--- src/rtl/core/gest_pkg.sv ---
// Package for the generational entity slot table.
// Holds the request and response word types, request and status codes,
// the command word passed from the front end to the back end, and state types.
package gest_pkg;

    localparam logic [2:0] REQ_ALLOC = 3'd0;
    localparam logic [2:0] REQ_FREE  = 3'd1;
    localparam logic [2:0] REQ_SET   = 3'd2;
    localparam logic [2:0] REQ_CLEAR = 3'd3;
    localparam logic [2:0] REQ_TEST  = 3'd4;
    localparam logic [2:0] REQ_CHECK = 3'd5;
    localparam logic [2:0] REQ_MATCH = 3'd6;

    localparam logic [1:0] STS_OK    = 2'd0;
    localparam logic [1:0] STS_EMPTY = 2'd1;
    localparam logic [1:0] STS_STALE = 2'd2;

    typedef struct packed {
        logic [2:0]  req_type;
        logic [5:0]  handle_index;
        logic [7:0]  handle_gen;
        logic [4:0]  comp_id;
        logic [31:0] query_mask;
    } t_req_word;

    typedef struct packed {
        logic [1:0] status;
        logic [5:0] out_index;
        logic [7:0] out_gen;
        logic       flag;
        logic       last;
    } t_rsp_word;

    typedef enum logic [2:0] {
        CMD_ALLOC,
        CMD_FREE,
        CMD_SET,
        CMD_CLEAR,
        CMD_TEST,
        CMD_CHECK,
        CMD_MATCH,
        CMD_NOP
    } t_cmd_op;

    typedef struct packed {
        t_cmd_op     op;
        logic        idx_ok;
        logic [5:0]  index;
        logic [7:0]  gen;
        logic [4:0]  comp_id;
        logic [31:0] mask;
    } t_cmd;

    typedef enum logic [2:0] {
        BK_IDLE,
        BK_AREAD,
        BK_EXEC,
        BK_SCAN,
        BK_DONE
    } t_back_state;

endpackage

--- src/rtl/core/generational_entity_slot_table.sv ---
// Top level of the generational entity slot table.
// Instantiates gest_front, gest_cmd_queue and gest_back; uses gest_pkg.
//
//   Channel   Valid        Stall        Word
//   request   i_in_valid   o_in_stall   i_in_word  (gest_pkg::t_req_word)
//   response  o_out_valid  i_out_stall  o_out_word (gest_pkg::t_rsp_word)
//
// Free, set, clear, test and check go from idle to execute; allocate first
// reads the free stack, as the generation read waits on it. A match scans
// one slot per cycle, unless an output stall holds a pending hit, through
// the single slot-memory read port, and emits one word per hit, or one word
// if none hit. Output stalls hold the back end; the two-entry queue keeps
// taking requests. Reset, synchronous and active low, needs no clearing pass.
module generational_entity_slot_table #(
    parameter int ENTITY_SLOTS   = 64,
    parameter int COMPONENT_BITS = 32
) (
    input  logic                i_clk,
    input  logic                i_rst_n,
    input  logic                i_in_valid,
    output logic                o_in_stall,
    input  gest_pkg::t_req_word i_in_word,
    output logic                o_out_valid,
    input  logic                i_out_stall,
    output gest_pkg::t_rsp_word o_out_word
);

    logic           push;
    logic           q_full;
    logic           q_valid;
    logic           q_pop;
    gest_pkg::t_cmd front_cmd;
    gest_pkg::t_cmd q_cmd;

    gest_front #(
        .ENTITY_SLOTS(ENTITY_SLOTS)
    ) u_front (
        .i_in_valid (i_in_valid),
        .i_in_word  (i_in_word),
        .i_q_full   (q_full),
        .o_in_stall (o_in_stall),
        .o_push     (push),
        .o_cmd      (front_cmd)
    );

    gest_cmd_queue u_queue (
        .i_clk   (i_clk),
        .i_rst_n (i_rst_n),
        .i_push  (push),
        .i_cmd   (front_cmd),
        .i_pop   (q_pop),
        .o_full  (q_full),
        .o_valid (q_valid),
        .o_cmd   (q_cmd)
    );

    gest_back #(
        .ENTITY_SLOTS   (ENTITY_SLOTS),
        .COMPONENT_BITS (COMPONENT_BITS)
    ) u_back (
        .i_clk       (i_clk),
        .i_rst_n     (i_rst_n),
        .i_q_valid   (q_valid),
        .i_q_cmd     (q_cmd),
        .o_q_pop     (q_pop),
        .o_out_valid (o_out_valid),
        .o_out_word  (o_out_word),
        .i_out_stall (i_out_stall)
    );

endmodule

--- src/rtl/core/gest_front.sv ---
// Front end of the slot table: accepts request words and classifies them.
// Uses gest_pkg for the request word and command types.
module gest_front #(
    parameter int ENTITY_SLOTS = 64
) (
    input  logic                i_in_valid,
    input  gest_pkg::t_req_word i_in_word,
    input  logic                i_q_full,
    output logic                o_in_stall,
    output logic                o_push,
    output gest_pkg::t_cmd      o_cmd
);

    gest_pkg::t_cmd_op op;

    always_comb begin
        unique case (i_in_word.req_type)
            gest_pkg::REQ_ALLOC: op = gest_pkg::CMD_ALLOC;
            gest_pkg::REQ_FREE:  op = gest_pkg::CMD_FREE;
            gest_pkg::REQ_SET:   op = gest_pkg::CMD_SET;
            gest_pkg::REQ_CLEAR: op = gest_pkg::CMD_CLEAR;
            gest_pkg::REQ_TEST:  op = gest_pkg::CMD_TEST;
            gest_pkg::REQ_CHECK: op = gest_pkg::CMD_CHECK;
            gest_pkg::REQ_MATCH: op = gest_pkg::CMD_MATCH;
            default:             op = gest_pkg::CMD_NOP;
        endcase
    end

    always_comb begin
        o_cmd.op      = op;
        // A handle beyond the table never validates.
        o_cmd.idx_ok  = ({1'b0, i_in_word.handle_index} < 7'(ENTITY_SLOTS));
        o_cmd.index   = i_in_word.handle_index;
        o_cmd.gen     = i_in_word.handle_gen;
        o_cmd.comp_id = i_in_word.comp_id;
        o_cmd.mask    = i_in_word.query_mask;
    end

    assign o_in_stall = i_q_full;
    assign o_push     = i_in_valid & ~i_q_full;

endmodule

--- src/rtl/core/gest_cmd_queue.sv ---
// Two-entry command queue between the front end and the back end.
// Uses gest_pkg for the command type.
module gest_cmd_queue (
    input  logic           i_clk,
    input  logic           i_rst_n,
    input  logic           i_push,
    input  gest_pkg::t_cmd i_cmd,
    input  logic           i_pop,
    output logic           o_full,
    output logic           o_valid,
    output gest_pkg::t_cmd o_cmd
);

    gest_pkg::t_cmd r_mem [2];
    logic           r_wr_ptr;
    logic           r_rd_ptr;
    logic [1:0]     r_cnt;

    assign o_full  = (r_cnt == 2'd2);
    assign o_valid = (r_cnt != 2'd0);
    assign o_cmd   = r_mem[r_rd_ptr];

    always_ff @(posedge i_clk) begin
        if (!i_rst_n) begin
            r_wr_ptr <= 1'b0;
            r_rd_ptr <= 1'b0;
            r_cnt    <= 2'd0;
        end else begin
            if (i_push) begin
                r_wr_ptr <= ~r_wr_ptr;
            end
            if (i_pop) begin
                r_rd_ptr <= ~r_rd_ptr;
            end
            r_cnt <= r_cnt + 2'(i_push) - 2'(i_pop);
        end
    end

    always_ff @(posedge i_clk) begin
        if (i_push) begin
            r_mem[r_wr_ptr] <= i_cmd;
        end
    end

endmodule

--- src/rtl/core/gest_back.sv ---
// Back end of the slot table: slot memories, free stack, match scan and
// the output register. Uses gest_pkg for command, response and state types.
module gest_back #(
    parameter int ENTITY_SLOTS   = 64,
    parameter int COMPONENT_BITS = 32
) (
    input  logic                i_clk,
    input  logic                i_rst_n,
    input  logic                i_q_valid,
    input  gest_pkg::t_cmd      i_q_cmd,
    output logic                o_q_pop,
    output logic                o_out_valid,
    output gest_pkg::t_rsp_word o_out_word,
    input  logic                i_out_stall
);

    localparam int SW   = $clog2(ENTITY_SLOTS);
    localparam int CNTW = $clog2(ENTITY_SLOTS + 1);
    localparam int CB   = COMPONENT_BITS;
    localparam logic [CNTW-1:0] SLOTS_C   = CNTW'(ENTITY_SLOTS);
    localparam logic [CNTW-1:0] LAST_C    = CNTW'(ENTITY_SLOTS - 1);
    localparam logic [SW-1:0]   LAST_SLOT = SW'(ENTITY_SLOTS - 1);

    // Slot memories and free stack.
    logic [7:0]    r_gen_mem  [ENTITY_SLOTS];
    logic [CB-1:0] r_comp_mem [ENTITY_SLOTS];
    logic [SW-1:0] r_stk_mem  [ENTITY_SLOTS];

    logic [ENTITY_SLOTS-1:0] r_in_use;
    logic [ENTITY_SLOTS-1:0] r_gen_vld;

    logic [CNTW-1:0] r_free_cnt, n_free_cnt;
    logic [CNTW-1:0] r_stk_low, n_stk_low;

    gest_pkg::t_back_state r_state, n_state;
    gest_pkg::t_cmd        r_cmd;

    logic [SW-1:0] r_alloc_slot;
    logic [SW-1:0] r_scan, n_scan;
    logic          r_pend_vld, n_pend_vld;
    logic [SW-1:0] r_pend_idx, n_pend_idx;
    logic [7:0]    r_pend_gen, n_pend_gen;

    logic                r_out_vld, n_out_vld;
    gest_pkg::t_rsp_word r_out_word, n_out_word;

    // Registered read data.
    logic [7:0]    r_rd_gen;
    logic [CB-1:0] r_rd_comp;
    logic          r_rd_used;
    logic          r_rd_gvld;
    logic [SW-1:0] r_rd_stk;
    logic          r_rd_stk_dflt;

    logic          rd_en;
    logic [SW-1:0] rd_addr;
    logic          stk_rd_en;
    logic [CNTW-1:0] cnt_m1;
    logic [CNTW-1:0] dflt_pos;
    logic [SW-1:0] alloc_slot_c;
    logic [SW-1:0] cmd_slot;
    logic [7:0]    gen_val;
    logic          handle_ok;
    logic [CB-1:0] comp_bit;
    logic [CB-1:0] mask_cb;
    logic [31:0]   comp_q32;
    logic          hit;
    logic          out_free;

    logic          gen_we;
    logic [7:0]    gen_wdata;
    logic          comp_we;
    logic [SW-1:0] comp_waddr;
    logic [CB-1:0] comp_wdata;
    logic          stk_we;
    logic          use_set;
    logic          use_clr;
    logic [SW-1:0] use_addr;
    logic          emit;
    gest_pkg::t_rsp_word rsp;

    // Components widened or cut to the 32-bit query width, and the query
    // mask fitted to the component width.
    for (genvar gi = 0; gi < 32; gi++) begin : g_q32
        if (gi < CB) begin : g_in
            assign comp_q32[gi] = r_rd_comp[gi];
        end else begin : g_out
            assign comp_q32[gi] = 1'b0;
        end
    end

    for (genvar gj = 0; gj < CB; gj++) begin : g_mcb
        if (gj < 32) begin : g_in
            assign mask_cb[gj] = r_cmd.mask[gj];
        end else begin : g_out
            assign mask_cb[gj] = 1'b0;
        end
    end

    assign cmd_slot     = r_cmd.index[SW-1:0];
    assign cnt_m1       = r_free_cnt - CNTW'(1);
    assign dflt_pos     = LAST_C - cnt_m1;
    // Stack entries below the lowest fill level ever reached have never been
    // written, so their reset contents are computed instead.
    assign alloc_slot_c = r_rd_stk_dflt ? dflt_pos[SW-1:0] : r_rd_stk;
    assign gen_val      = r_rd_gvld ? r_rd_gen : 8'd0;
    assign handle_ok    = r_cmd.idx_ok & r_rd_used & (gen_val == r_cmd.gen);
    assign comp_bit     = CB'(1) << r_cmd.comp_id;
    assign hit          = r_rd_used & ((comp_q32 & r_cmd.mask) == r_cmd.mask);
    assign out_free     = ~r_out_vld | ~i_out_stall;

    always_comb begin
        n_state    = r_state;
        o_q_pop    = 1'b0;
        rd_en      = 1'b0;
        rd_addr    = cmd_slot;
        stk_rd_en  = 1'b0;
        n_free_cnt = r_free_cnt;
        n_stk_low  = r_stk_low;
        n_scan     = r_scan;
        n_pend_vld = r_pend_vld;
        n_pend_idx = r_pend_idx;
        n_pend_gen = r_pend_gen;
        gen_we     = 1'b0;
        gen_wdata  = gen_val + 8'd1;
        comp_we    = 1'b0;
        comp_waddr = cmd_slot;
        comp_wdata = mask_cb;
        stk_we     = 1'b0;
        use_set    = 1'b0;
        use_clr    = 1'b0;
        use_addr   = cmd_slot;
        emit       = 1'b0;
        rsp        = '0;
        rsp.status = gest_pkg::STS_OK;
        rsp.last   = 1'b1;

        unique case (r_state)
            gest_pkg::BK_IDLE: begin
                if (i_q_valid) begin
                    o_q_pop   = 1'b1;
                    rd_en     = 1'b1;
                    rd_addr   = i_q_cmd.index[SW-1:0];
                    stk_rd_en = (r_free_cnt != '0);
                    if (i_q_cmd.op == gest_pkg::CMD_MATCH) begin
                        rd_addr    = '0;
                        n_scan     = '0;
                        n_pend_vld = 1'b0;
                        n_state    = gest_pkg::BK_SCAN;
                    end else if (i_q_cmd.op == gest_pkg::CMD_ALLOC) begin
                        n_state = gest_pkg::BK_AREAD;
                    end else begin
                        n_state = gest_pkg::BK_EXEC;
                    end
                end
            end
            gest_pkg::BK_AREAD: begin
                rd_en   = 1'b1;
                rd_addr = alloc_slot_c;
                n_state = gest_pkg::BK_EXEC;
            end
            gest_pkg::BK_EXEC: begin
                if (out_free) begin
                    emit    = 1'b1;
                    n_state = gest_pkg::BK_IDLE;
                    unique case (r_cmd.op)
                        gest_pkg::CMD_ALLOC: begin
                            if (r_free_cnt == '0) begin
                                rsp.status = gest_pkg::STS_EMPTY;
                            end else begin
                                n_free_cnt = cnt_m1;
                                if (cnt_m1 < r_stk_low) begin
                                    n_stk_low = cnt_m1;
                                end
                                use_set       = 1'b1;
                                use_addr      = r_alloc_slot;
                                comp_we       = 1'b1;
                                comp_waddr    = r_alloc_slot;
                                comp_wdata    = mask_cb;
                                rsp.out_index = 6'(r_alloc_slot);
                                rsp.out_gen   = gen_val;
                                rsp.flag      = 1'b1;
                            end
                        end
                        gest_pkg::CMD_FREE: begin
                            if (!handle_ok) begin
                                rsp.status = gest_pkg::STS_STALE;
                            end else begin
                                gen_we  = 1'b1;
                                use_clr = 1'b1;
                                if (r_free_cnt < SLOTS_C) begin
                                    stk_we     = 1'b1;
                                    n_free_cnt = r_free_cnt + CNTW'(1);
                                end
                            end
                        end
                        gest_pkg::CMD_SET, gest_pkg::CMD_CLEAR: begin
                            if (!handle_ok) begin
                                rsp.status = gest_pkg::STS_STALE;
                            end else begin
                                comp_we    = 1'b1;
                                comp_wdata = (r_cmd.op == gest_pkg::CMD_SET) ?
                                             (r_rd_comp | comp_bit) :
                                             (r_rd_comp & ~comp_bit);
                            end
                        end
                        gest_pkg::CMD_TEST: begin
                            if (!handle_ok) begin
                                rsp.status = gest_pkg::STS_STALE;
                            end else begin
                                rsp.flag = |(r_rd_comp & comp_bit);
                            end
                        end
                        gest_pkg::CMD_CHECK: begin
                            rsp.flag = handle_ok;
                        end
                        gest_pkg::CMD_MATCH, gest_pkg::CMD_NOP: begin
                            rsp.flag = 1'b0;
                        end
                    endcase
                end
            end
            gest_pkg::BK_SCAN: begin
                // A hit is held back until the next hit or the end of the
                // scan, so that the final word can carry last.
                if (!(hit && r_pend_vld && !out_free)) begin
                    if (hit && r_pend_vld) begin
                        emit          = 1'b1;
                        rsp.out_index = 6'(r_pend_idx);
                        rsp.out_gen   = r_pend_gen;
                        rsp.flag      = 1'b1;
                        rsp.last      = 1'b0;
                    end
                    if (hit) begin
                        n_pend_vld = 1'b1;
                        n_pend_idx = r_scan;
                        n_pend_gen = gen_val;
                    end
                    if (r_scan == LAST_SLOT) begin
                        n_state = gest_pkg::BK_DONE;
                    end else begin
                        rd_en   = 1'b1;
                        rd_addr = r_scan + SW'(1);
                        n_scan  = r_scan + SW'(1);
                    end
                end
            end
            gest_pkg::BK_DONE: begin
                if (out_free) begin
                    emit       = 1'b1;
                    n_pend_vld = 1'b0;
                    n_state    = gest_pkg::BK_IDLE;
                    if (r_pend_vld) begin
                        rsp.out_index = 6'(r_pend_idx);
                        rsp.out_gen   = r_pend_gen;
                        rsp.flag      = 1'b1;
                    end
                end
            end
        endcase

        n_out_vld  = r_out_vld & i_out_stall;
        n_out_word = r_out_word;
        if (emit) begin
            n_out_vld  = 1'b1;
            n_out_word = rsp;
        end
    end

    always_ff @(posedge i_clk) begin
        if (!i_rst_n) begin
            r_state    <= gest_pkg::BK_IDLE;
            r_free_cnt <= SLOTS_C;
            r_stk_low  <= SLOTS_C;
            r_in_use   <= '0;
            r_gen_vld  <= '0;
            r_out_vld  <= 1'b0;
            r_pend_vld <= 1'b0;
            r_scan     <= '0;
        end else begin
            r_state    <= n_state;
            r_free_cnt <= n_free_cnt;
            r_stk_low  <= n_stk_low;
            r_out_vld  <= n_out_vld;
            r_pend_vld <= n_pend_vld;
            r_scan     <= n_scan;
            if (use_set) begin
                r_in_use[use_addr] <= 1'b1;
            end
            if (use_clr) begin
                r_in_use[use_addr] <= 1'b0;
            end
            if (gen_we) begin
                r_gen_vld[cmd_slot] <= 1'b1;
            end
        end
    end

    always_ff @(posedge i_clk) begin
        r_out_word <= n_out_word;
        r_pend_idx <= n_pend_idx;
        r_pend_gen <= n_pend_gen;
        if (o_q_pop) begin
            r_cmd <= i_q_cmd;
        end
        if (r_state == gest_pkg::BK_AREAD) begin
            r_alloc_slot <= alloc_slot_c;
        end
    end

    always_ff @(posedge i_clk) begin
        if (gen_we) begin
            r_gen_mem[cmd_slot] <= gen_wdata;
        end
        if (comp_we) begin
            r_comp_mem[comp_waddr] <= comp_wdata;
        end
        if (stk_we) begin
            r_stk_mem[r_free_cnt[SW-1:0]] <= cmd_slot;
        end
        if (rd_en) begin
            r_rd_gen  <= r_gen_mem[rd_addr];
            r_rd_comp <= r_comp_mem[rd_addr];
            r_rd_used <= r_in_use[rd_addr];
            r_rd_gvld <= r_gen_vld[rd_addr];
        end
        if (stk_rd_en) begin
            r_rd_stk      <= r_stk_mem[cnt_m1[SW-1:0]];
            r_rd_stk_dflt <= (cnt_m1 < r_stk_low);
        end
    end

    assign o_out_valid = r_out_vld;
    assign o_out_word  = r_out_word;

endmodule

--- config.mk ---
export PLATFORM = sky130hd
export DESIGN_NAME = generational_entity_slot_table
export DESIGN_NICKNAME = d
export VERILOG_FILES = /design/src/rtl/core/gest_pkg.sv /design/src/rtl/core/generational_entity_slot_table.sv /design/src/rtl/core/gest_front.sv /design/src/rtl/core/gest_cmd_queue.sv /design/src/rtl/core/gest_back.sv
export SDC_FILE = /design/constraint.sdc
export NUM_CORES = 2
export LEC_CHECK = 0
export BUFFER_PORTS_ARGS = -buffer_cell sky130_fd_sc_hd__buf_2
export CAP_MARGIN = 15
export CELL_PAD_IN_SITES_DETAIL_PLACEMENT = 2
export CELL_PAD_IN_SITES_GLOBAL_PLACEMENT = 2
export CORE_MARGIN = 4
export CORE_UTILIZATION = 54
export CTS_BUF_LIST = sky130_fd_sc_hd__clkbuf_8
export DETAILED_ROUTE_END_ITERATION = 12
export GPL_TIMING_DRIVEN = 0
export PLACE_DENSITY_LB_ADDON = 0.1
export SLEW_MARGIN = 5
export SYNTH_ARGS = -nofsm -noshare
export SYNTH_HDL_FRONTEND = slang
export SYNTH_SLANG_ARGS = --single-unit
--- constraint.sdc ---
create_clock -name i_clk -period 14 [get_ports i_clk]
set_clock_uncertainty 0.15 [all_clocks]
set_input_delay 1.4 -clock i_clk [delete_from_list [all_inputs] [get_ports i_clk]]
set_output_delay 1.4 -clock i_clk [all_outputs]
set_load 0.03 [all_outputs]
==> results.toml, run 1 <==
[floorplanning]
start_util_pct = 54.3
fp.dieW_um = 503
dieHeight_um = 503
ios = 78
num_rows = 181

[status]
stop_stage = "3_5_place_dp"
outcome = "aborted with a tool error"
error = "[ERROR DPL-0033] detailed placement checks failed during check placement."

[yosys]
synth_nets = 8151
ys_top_cells_by_count = "edfxtp_1, nand2_1, mux2i_1"
synth_cell_types = 89
synth_area_mm2 = 0.132
yosysMostFrequentCell = "edfxtp_1"
ys_warn_count = 0
async_reset_ff_share_pct = 0
syn_inst = 8080
yosysTopAreaCell = "edfxtp_1"
synth_area_leaders = "edfxtp_1, mux4_2, mux2i_1"
avgSynthCellArea_um2 = 16.4
synth_edf_count = 3193
ys_ff_latch = 3351
synthFlopType = "edfxtp_1"
synth_top_area_share_pct = 72.6
ys_seq_area_share_pct = 75.0

[place]
port_buffers = 73
hpwl_um = 431000
place.gp.congestion = 0.941
per-stage QoR:
step,cells,setup WS (ps)
3_3_place_gp,11400,624
2_1_floorplan,8080,7950
kinds of logic after synthesis:
group                    after synthesis  synth area share [%]
adder cells (fa/ha/maj)               13                 0.123
buffers and inverters                578                  1.96
AO/OA/AOI/OAI                       1342                  7.51
flip-flops                          3351                  75.0
XOR/XNOR                              26                 0.187
multiplexers                         859                  9.05
AND/OR/NAND/NOR                     1911                  6.22
==> inputs of run 2 (changes only) <==
--- a/config.mk
+++ b/config.mk
@@ -7,14 +7,11 @@
 export LEC_CHECK = 0
 export BUFFER_PORTS_ARGS = -buffer_cell sky130_fd_sc_hd__buf_2
 export CAP_MARGIN = 15
-export CELL_PAD_IN_SITES_DETAIL_PLACEMENT = 2
-export CELL_PAD_IN_SITES_GLOBAL_PLACEMENT = 2
 export CORE_MARGIN = 4
-export CORE_UTILIZATION = 54
-export CTS_BUF_LIST = sky130_fd_sc_hd__clkbuf_8
+export CORE_UTILIZATION = 40
 export DETAILED_ROUTE_END_ITERATION = 12
 export GPL_TIMING_DRIVEN = 0
-export PLACE_DENSITY_LB_ADDON = 0.1
+export PLACE_DENSITY_LB_ADDON = 0.15
 export SLEW_MARGIN = 5
 export SYNTH_ARGS = -nofsm -noshare
 export SYNTH_HDL_FRONTEND = slang
==> results.toml, run 2 <==
[floorplanning]
core-area_mm2 = 0.328
num_rows = 210
dieHeight_um = 583
fp.dieW_um = 583
dieArea_mm2 = 0.340
start_util_pct = 40.3
ios = 78

[global_route]
grt_pass1_vias = 76200
overflow = 0
antenna_found_initial = 18
grt_max_degree = 68
track_usage_pct = 24.1
grt_pass1_wl_um = 586000

[place]
port_buffers = 73
place.gp.congestion = 0.933
dp_cells = 12700
hpwl_um = 298000

[yosys]
synth_cell_types = 89
synth-compound-area-share_pct = 7.51
yosysTopAreaCell = "edfxtp_1"
synth-simple-area-share_pct = 6.22
synth_xor_area_share_pct = 0.187
synth_nets = 8151
ys_top_cells_by_count = "edfxtp_1, nand2_1, mux2i_1"
ys_warn_count = 0
synthMuxAreaShare_pct = 9.05
synth_edf_count = 3193
synth_area_leaders = "edfxtp_1, mux4_2, mux2i_1"
synth_top_area_share_pct = 72.6
avgSynthCellArea_um2 = 16.4
ys_ff_latch = 3351
synth_area_mm2 = 0.132
synth_top_family_by_area = "multiplexers"
ys_seq_area_share_pct = 75.0
syn_inst = 8080
synthFlopType = "edfxtp_1"
synth_fa_ha_area_share_pct = 0.123
yosysMostFrequentCell = "edfxtp_1"
async_reset_ff_share_pct = 0

[timing]
whs_ps = 311
maxSlewHeadroom_pct = 17.9
min_period_ps = 8430
setup_viol = 0
fin_crit_sh_pct = 60.2
drv_slew = 0
fmax_mhz = 119
finalHoldViolations = 0
rsz0062_at_grt = "false"
worst_slew_pin_slew_ps = 1230

[final_layout]
area_delta_synth_final_pct = 16.4
multiInputGateArea_mm2 = 0.0314
drive_gt1_share_pct = 17.6
num-fill-cells = 28000
final_cell_mix = "edfxtp_1, nand2_1, mux2i_1"
largest_reg_flops = 2048
largest-register = "u_back.r_comp_mem"
nets = 8773
final_common_cell = "edfxtp_1"
instances_no_fill = 13300
register_area_mm2 = 0.0990

[critical_path]
arrival_ps = 8960
crit_path_max_incr_delay_ps = 720
reg2reg_to = "u_back.comp_q32[13]$_DFFE_PP_"
cp.required_ps = 14530
critical_path.top_delay_family = "buffers and inverters"
path_cells = "buf_2 > buf_1 > clkbuf_1 > clkbuf_1 > inv_1 > ha_1 > xnor2_1 > mux2i_1 > inv_1 > a22oi_1 > o21a_2 > nand2_2 > buf_4 > nor2_1 > buf_2 > buf_2 > a32oi_1 > a41oi_1 > nand4_1 > o211a_1"
critPathMaxFanout = 10
crit_buf_inv = 9
crit_path_start_kind = "register"
reg2regPathDepth = 20
path_class = "register to register"
crit_top_cell = "buf_2"
crit_slowest_cell = "buf_1"
timing.rr.start = "u_back.r_free_cnt[0]$_SDFFE_PN0P_"
crit_path_end_kind = "register"
rrSetupSlack_ps = 5570

[clock_tree]
clock_path_buffers = 4
clk_pin_slew_ps = 60
post_cts_buffers = 0
htree_levels = 5
cts_root_buffer = "clkbuf_16"
ctsHoldBuffers = 0
cts_made_buffers = 360
clk_latency_ps = 950
cts_tree = "yes"
cts.sinks = 3351
cts_resized = 0

[pwr]
p_leak_nw = 49.6
ir_drop_uv = 149
cellPowerDensity_mw_per_mm2 = 247

[drt]
num_vias = 78000
firstDrtPassIters = 7
wire_per_inst_um = 31.5
wl_um = 420000
drtIter0Drc = 9106
viasPerCell = 5.84
route.detailed.drc = 0
antenna_left = 0

[hold_path]
min_path_cells = 1
hold_class = "register to register"
worstHoldStart = "u_back.r_gen_vld[58]$_SDFFE_PN0P_"
hold_end = "u_back.r_gen_vld[58]$_SDFFE_PN0P_"

[job]
cap_viol_max_count = 0

[status]
outcome = "finished, final reports clean"
==> run 2: cell counts after synthesis <==
Identical to the previous run, type by type.
==> run 2: through the flow <==
stage | setup WS, ps | setup TNS, ps | util, % | area, µm² | power (W)
final | 5570 | 0 | 46.9 | 154000 | 0.0379
after global routing | 5230 | 0 | 46.9 | 154000 | 0.0392
after global placement | -1230 | -473600 | 42.0 | 138000 | 0.0284
after CTS | 5610 | 0 | 46.9 | 154000 | 0.0380
after detailed placement | 5630 | 0 | 43.5 | 143000 | 0.0289
after floorplan | 7950 | 0 | - | 132000 | 0.0211
==> run 2: where the power goes <==
part,switching (W),internal [W],leakage [nW]
combinational,0.0115,0.00465,14.1
clock,0.00392,0.00521,5.45
sequential,0.000233,0.0124,30.1
==> run 2: worst max path at each step <==
stage,depth (start not counted),startpoint,to
detailed placement,20,u_back.r_free_cnt[0]$_SDFFE_PN0P_,u_back.comp_q32[17]$_DFFE_PP_
global placement,8,u_back.r_rd_gvld$_DFFE_PP_,u_back.r_comp_mem[21][16]$_DFFE_PP_
CTS,20,u_back.r_free_cnt[0]$_SDFFE_PN0P_,u_back.comp_q32[17]$_DFFE_PP_
global route,18,u_back.r_free_cnt[0]$_SDFFE_PN0P_,u_back.comp_q32[25]$_DFFE_PP_
floorplan,9,u_back.r_rd_gvld$_DFFE_PP_,u_back.r_comp_mem[0][23]$_DFFE_PP_
finish,20,u_back.r_free_cnt[0]$_SDFFE_PN0P_,u_back.comp_q32[13]$_DFFE_PP_
==> run 2: final cells by class <==
type	count	area share, %
clock buffers	472	6.28
multi-input cells	4151	20.4
repair buffers	260	2.72
inverters	39	0.0968
well taps	4346	3.53
diodes	8	0.0130
clock inverters	174	0.979
plain buffers	539	1.59
flip-flops and latches	3351	64.4
==> run 2: cells by family after synthesis <==
| family | Yosys count |
|---|---|
| compound gates | 1342 |
| mux | 859 |
| xor+xnor | 26 |
| fa+ha+maj | 13 |
| simple gates | 1911 |
| buf+inv | 578 |
| flops | 3351 |
==> run 2: worst register-to-register path, stage by stage, from the launching register on <==
cell and delay (ps):
dfxtp_1 330, buf_2 220, buf_1 720, clkbuf_1 530, clkbuf_1 510, inv_1 140, ha_1 290, xnor2_1 320
mux2i_1 660, inv_1 150, a22oi_1 300, o21a_2 310, nand2_2 240, buf_4 330, nor2_1 440, buf_2 490
buf_2 390, a32oi_1 210, a41oi_1 570, nand4_1 570, o211a_1 290
==> run 2: layer usage <==
metal  up-vias  GRT usage (%)  share of wire (%)
li1      33300              -                  -
met2      3341           38.1                 46
met5         -              0             0.0036
met1     40700           33.7                 42
met4         2           8.86                4.1
met3       674           4.01                7.4
Note: power is estimated with default switching activity, not from simulation.
